===== src/design/svn_pkg.sv =====
package svn_pkg;

  // Sizes of the stores and of the datapath
  localparam int unsigned VTX_N   = 1024;
  localparam int unsigned IDX_W   = 10;
  localparam int unsigned CMD_W   = 2;
  localparam int unsigned POS_W   = 24;
  localparam int unsigned EDGE_W  = 25;
  localparam int unsigned CROSS_W = 51;
  localparam int unsigned ACC_W   = 56;
  localparam int unsigned HALF_W  = 28;
  localparam int unsigned MUL_W   = 29;
  localparam int unsigned PROD_W  = 58;
  localparam int unsigned SUM_W   = 112;
  localparam int unsigned ROOT_W  = 56;
  localparam int unsigned REM_W   = 60;
  localparam int unsigned QUO_W   = 16;
  localparam int unsigned NORM_W  = 16;
  localparam int unsigned THR_W   = 16;
  localparam int unsigned THR2_W  = 32;
  localparam int unsigned CNT_W   = 6;
  localparam int unsigned SEQ_W   = 4;

  localparam logic [THR_W-1:0] THR_RESET = 16'd7;
  localparam logic [NORM_W-1:0] UNIT_ONE = 16'sd16384;

  // Last step index of the root and of the divide in the root/divide unit
  localparam logic [CNT_W-1:0] SQRT_LAST = 6'd55;
  localparam logic [CNT_W-1:0] DIV_LAST  = 6'd15;

  typedef enum logic [CMD_W-1:0] {
    CMD_LOAD = 2'd0,
    CMD_TRI  = 2'd1,
    CMD_READ = 2'd2
  } svn_cmd_e;

  typedef enum logic [3:0] {
    ST_IDLE,
    ST_TRI_RA,
    ST_TRI_RB,
    ST_TRI_RC,
    ST_TRI_E2,
    ST_TRI_MUL,
    ST_ACC_RD,
    ST_ACC_WR,
    ST_RD_ACC,
    ST_RD_LATCH,
    ST_RD_SQ,
    ST_RD_CHK,
    ST_RD_SQRT,
    ST_RD_DIV,
    ST_RD_OUT
  } svn_state_e;

  typedef enum logic [1:0] {
    UM_IDLE,
    UM_SQRT,
    UM_DIV
  } svn_umode_e;

  typedef struct packed {
    logic sqrt_start;
    logic div_start;
  } svn_ctrl_t;

  typedef struct packed {
    logic busy;
    logic done;
  } svn_stat_t;

  // Saturating accumulator update
  function automatic logic signed [ACC_W-1:0] sat_add(input logic signed [ACC_W-1:0] acc,
                                                      input logic signed [CROSS_W-1:0] d);
    logic signed [ACC_W:0] s;
    s = {acc[ACC_W-1], acc} + {{(ACC_W+1-CROSS_W){d[CROSS_W-1]}}, d};
    if (s[ACC_W] != s[ACC_W-1]) begin
      sat_add = s[ACC_W] ? {1'b1, {(ACC_W-1){1'b0}}} : {1'b0, {(ACC_W-1){1'b1}}};
    end else begin
      sat_add = s[ACC_W-1:0];
    end
  endfunction

endpackage


===== src/design/svn_rootdiv.sv =====
module svn_rootdiv (
  input  logic                     clk_i,
  input  logic                     rst_ni,
  input  svn_pkg::svn_ctrl_t       ctrl_i,
  input  logic [svn_pkg::SUM_W-1:0] radicand_i,
  input  logic [svn_pkg::ACC_W-1:0] dividend_i,
  output svn_pkg::svn_stat_t       stat_o,
  output logic [svn_pkg::ROOT_W-1:0] root_o,
  output logic [svn_pkg::QUO_W-1:0]  quot_o
);
  import svn_pkg::*;

  svn_umode_e          mode_q, mode_d;
  logic [CNT_W-1:0]    cnt_q, cnt_d;
  logic                done_q, done_d;
  logic [REM_W-1:0]    rem_q, rem_d;
  logic [ROOT_W-1:0]   root_q, root_d;
  logic [SUM_W-1:0]    rad_q, rad_d;
  logic [QUO_W-1:0]    quot_q, quot_d;

  logic [REM_W-1:0]    trial_a, trial_b, keep;
  logic [REM_W:0]      diff;
  logic                ge;

  // Shared compare/subtract: root trial or divisor
  always_comb begin
    if (mode_q == UM_SQRT) begin
      trial_a = {rem_q[REM_W-3:0], rad_q[SUM_W-1 -: 2]};
      trial_b = {{(REM_W-ROOT_W-2){1'b0}}, root_q, 2'b01};
    end else begin
      trial_a = rem_q;
      trial_b = {{(REM_W-ROOT_W){1'b0}}, root_q};
    end
    diff = {1'b0, trial_a} - {1'b0, trial_b};
    ge   = ~diff[REM_W];
    keep = ge ? diff[REM_W-1:0] : trial_a;
  end

  // Step sequencer
  always_comb begin
    mode_d = mode_q;
    cnt_d  = cnt_q;
    done_d = 1'b0;
    rem_d  = rem_q;
    root_d = root_q;
    rad_d  = rad_q;
    quot_d = quot_q;
    case (mode_q)
      UM_SQRT: begin
        rem_d  = keep;
        root_d = {root_q[ROOT_W-2:0], ge};
        rad_d  = rad_q << 2;
        cnt_d  = cnt_q + 1'b1;
        if (cnt_q == SQRT_LAST) begin
          mode_d = UM_IDLE;
          done_d = 1'b1;
        end
      end
      UM_DIV: begin
        cnt_d = cnt_q + 1'b1;
        if (cnt_q == DIV_LAST) begin
          // rounding step: twice the remainder against the divisor
          quot_d = quot_q + {{(QUO_W-1){1'b0}}, ge};
          mode_d = UM_IDLE;
          done_d = 1'b1;
        end else begin
          rem_d  = keep << 1;
          quot_d = {quot_q[QUO_W-2:0], ge};
        end
      end
      default: begin
        if (ctrl_i.sqrt_start) begin
          mode_d = UM_SQRT;
          cnt_d  = '0;
          rem_d  = '0;
          root_d = '0;
          rad_d  = radicand_i;
        end else if (ctrl_i.div_start) begin
          mode_d = UM_DIV;
          cnt_d  = '0;
          rem_d  = {{(REM_W-ACC_W){1'b0}}, dividend_i};
          quot_d = '0;
        end
      end
    endcase
  end

  always_ff @(posedge clk_i or negedge rst_ni) begin
    if (!rst_ni) begin
      mode_q <= UM_IDLE;
      cnt_q  <= '0;
      done_q <= 1'b0;
    end else begin
      mode_q <= mode_d;
      cnt_q  <= cnt_d;
      done_q <= done_d;
    end
  end

  always_ff @(posedge clk_i) begin
    rem_q  <= rem_d;
    root_q <= root_d;
    rad_q  <= rad_d;
    quot_q <= quot_d;
  end

  assign stat_o.busy = (mode_q != UM_IDLE);
  assign stat_o.done = done_q;
  assign root_o      = root_q;
  assign quot_o      = quot_q;

endmodule

===== config.mk =====
export PLATFORM = sky130hd
export DESIGN_NAME = svn_rootdiv
export DESIGN_NICKNAME = d
export VERILOG_FILES = /design/src/design/svn_pkg.sv /design/src/design/svn_rootdiv.sv
export SDC_FILE = /design/constraint.sdc
export NUM_CORES = 1
export LEC_CHECK = 0
export ABC_AREA = 0
export BUFFER_PORTS_ARGS = -buffer_cell sky130_fd_sc_hd__buf_2
export CAP_MARGIN = 20
export CORE_MARGIN = 1
export CORE_UTILIZATION = 50
export CTS_CLUSTER_DIAMETER = 60
export DETAILED_ROUTE_END_ITERATION = 16
export GPL_ROUTABILITY_DRIVEN = 0
export HOLD_SLACK_MARGIN = 0.08
export MAX_ROUTING_LAYER = met4
export PLACE_DENSITY = 0.81
export SYNTH_ARGS = -nofsm -noshare
export SYNTH_HDL_FRONTEND = slang
export SYNTH_SLANG_ARGS = --single-unit
export TNS_END_PERCENT = 1

===== constraint.sdc =====
create_clock -name clk_i -period 12 [get_ports clk_i]
set_clock_uncertainty 0.15 [all_clocks]
set_input_delay 1.2 -clock clk_i [delete_from_list [all_inputs] [get_ports clk_i]]
set_output_delay 1.2 -clock clk_i [all_outputs]
set_load 0.05 [all_outputs]

==> results.sh <==
export IMPL_cts_hold_buffers=0
export IMPL_busiest_layer="met2"
export IMPL_fillers=2692
export IMPL_io_buffers=245
export IMPL_grt_util_met2=0.4102
export IMPL_synth_avg_cell_area_um2=10.64
export IMPL_rsz0062_at_grt="no"
export IMPL_maxCapViolations=0
export IMPL_r2r_setup_slack_ns=5.00
export IMPL_synth_top_area_share=0.4461
export IMPL_async_reset_ff_frac=0.03557
export IMPL_fin_nets=1988
export IMPL_yosys_top_cells_area="edfxtp_1 45%, mux2_2 11%, ha_1 4.8%, a21oi_1 4.5%, nand2_1 3.5%"
export IMPL_yosysMostFrequentCell="edfxtp_1"
export IMPL_post_cts_buffers=0
export IMPL_core_area_um2=32450
export IMPL_critPathCaptureType="flip-flop"
export IMPL_cts_tree="built"
export IMPL_slew_violations=0
export IMPL_hold_violations=0
export IMPL_use_met3=0.04805
export IMPL_grt_max_degree=77
export IMPL_critical_path_required_ns=12.18
export IMPL_drt_first_pass_iters=6
export IMPL_io_pins=246
export IMPL_drc=0
export IMPL_ys_ff_latch=253
export IMPL_synth_edf_count=244
export IMPL_worstSetupPathType="reg2reg"
export IMPL_clock_sinks=253
export IMPL_setup_viol=0
export IMPL_syn_nets=1779
export IMPL_layout_setup_ws_ns=5.001
export IMPL_maxSlewHeadroom=0.2877
export IMPL_cts_max_level=1
export IMPL_post_cts_resized=0
export IMPL_crit_fanout=73
export IMPL_outcome="finished clean"
export IMPL_crit_arrival_ns=7.17
export IMPL_place_area_um2=18010
export IMPL_grt_usage=0.2645
export IMPL_die_h_um=183.2
export IMPL_wl_per_cell_um=19.87
export IMPL_r2r_end="quot_o[14]"
export IMPL_drive_above_1_share=0.2855
export IMPL_area_growth_pct=15.86
export IMPL_fin_area_um2=19030
export IMPL_initial_core_util=0.5061
export IMPL_rr_worst_depth=21
export IMPL_fmax_mhz=142.9
export IMPL_r2r_start="mode_q[1]"
export IMPL_grtUsageMet1=0.3485
export IMPL_seq_area_frac_synth=0.4598
export IMPL_dp_hpwl_mm=31.40
export IMPL_drt_antenna_violating_nets=0
export IMPL_die_w_um=183.2
export IMPL_fin_tns_setup_ns=0
export IMPL_synth_top_area_cell="edfxtp_1"
export IMPL_ys_warnings_count=0
export IMPL_synth_area_um2=16420
export IMPL_vias_per_cell=6.131
export IMPL_die_area_um2=33580
export IMPL_drt_wl_total_mm=44.06
export IMPL_antenna_found_initial=0
export IMPL_syn_inst=1543
export IMPL_antenna_cells=0
export IMPL_insertion_delay_ns=0.57
export IMPL_clkTransAtPathRegs_ns=0.06
export IMPL_startpoint_type="flip-flop"
export IMPL_worst_pin_slew_ns=1.068
export IMPL_drt_iter0_drc=1311
export IMPL_cts_buffers_inserted=31
export IMPL_grt_overflow=0
export IMPL_place_ws_ns=5.078
export IMPL_hold_path_class="in2async"
export IMPL_fin_crit_ns=6.999
export IMPL_ys_flop_type="edfxtp_1"
export IMPL_post_route_period_util=0.5833
export IMPL_synth_distinct_cells=82
export IMPL_synthTopCellsByCount="244 x edfxtp_1, 163 x mux2_2, 155 x nand2_1, 148 x a21oi_1, 91 x o21ai_0"
export IMPL_vias=13600
export IMPL_grt_pass1_wl_mm=68.52
export IMPL_num_rows=66
export IMPL_grt_pass1_vias=12980
export IMPL_cts_buffer_depth=3
export IMPL_cts_root_buf="clkbuf_16"
[per-layer routing]
layer | wire length, um | part of all wire | up-vias
li1 | - | - | 6277
met1 | 18490 | 0.42 | 6491
met2 | 19930 | 0.45 | 707
met3 | 4011 | 0.091 | 123
met4 | 1638 | 0.037 | 0
met5 | 0 | 0 | -
[through the flow]
step	cells	utilization	hold slack, ns
floorplan	1543	-	0.3252
global placement	2159	0.5549	0.3451
detailed placement	2159	0.5549	0.3547
CTS	2216	0.5858	0.3052
global route	2218	0.5864	0.3164
finish	2218	0.5864	0.3248
[worst max-delay path by stage]
stage / depth (start not counted) / endpoint / slack [ns] / startpoint
after floorplan: 7 / rad_q[0] / 2.45 / mode_q[1]
after global placement: 21 / quot_o[14] / 5.28 / mode_q[1]
after detailed placement: 21 / quot_o[12] / 5.08 / mode_q[1]
after CTS: 21 / quot_o[14] / 5.07 / mode_q[1]
after global routing: 21 / quot_o[10] / 4.65 / mode_q[1]
final: 21 / quot_o[14] / 5.00 / mode_q[1]
[flip-flops by register name, summed over array words and instances (netlist names)]
signal and cells:
root_o 56, quot_o 16, done_q 1, cnt_q 6
rad_q 112, mode_q 2, rem_q 60
[worst max-delay path: stages (launching register included)]
cell      delay, ns
dfrtp_1        0.40
inv_1          0.17
ha_4           0.53
buf_4          0.70
mux2_2         0.42
ha_1           0.51
nor4bb_1       0.33
or3_1          0.20
a311oi_1       0.09
or2_2          0.38
a31oi_4        0.22
a31oi_4        0.10
buf_4          0.38
inv_4          0.38
ha_1           0.28
ha_1           0.22
nand3_1        0.09
or2_2          0.32
nand2b_1       0.22
o211ai_1       0.21
o311ai_0       0.16
and2_1         0.18
[final cells by class]
cell class / instances / area [um^2] / share of cell area
Multi-Input combinational cell: 1171 / 8441 / 0.4436
Clock inverter: 18 / 146.4 / 0.007693
Inverter: 34 / 130.1 / 0.006838
Timing Repair Buffer: 261 / 1350 / 0.07094
Sequential cell: 253 / 7552 / 0.3969
Clock buffer: 39 / 857.1 / 0.04504
Tap cell: 442 / 553.0 / 0.02906
[cell usage in the layout, fill, tap and decap left out, types with 7 or more instances in the layout]
cell type	Yosys	routed
a21o_1	18	18
o22ai_1	7	7
a31oi_1	11	11
o221ai_1	8	8
buf_4	1	15
xnor2_1	42	42
o21bai_1	13	13
xor2_1	27	27
o21ai_0	91	91
buf_2	16	245
a221o_1	8	8
ha_1	63	61
mux2_2	163	163
a221oi_1	8	8
and2_1	58	58
nand2b_1	8	8
nand4_1	18	18
clkbuf_16	0	32
a21oi_1	148	147
o211ai_1	21	21
nand2_1	155	155
inv_1	32	32
mux2i_1	31	31
nor2_1	85	83
clkinv_2	0	7
dfrtp_1	9	9
nor3_1	19	18
nand3_1	17	17
nor2b_1	14	14
a22oi_1	29	29
a21boi_0	7	7
edfxtp_1	244	244
[kinds of logic after synthesis]
kind of cell | count (synthesis) | share of synthesized area
buffers and inverters | 119 | 0.02971
multiplexers | 196 | 0.1327
XOR/XNOR | 69 | 0.03679
flip-flops | 253 | 0.4598
AND/OR/NAND/NOR | 405 | 0.1175
AO/OA/AOI/OAI | 435 | 0.1730
adder cells (fa/ha/maj) | 66 | 0.05043
Power is not shown: default switching activity piles up to over one toggle a cycle in this logic, so the estimate is an artifact.
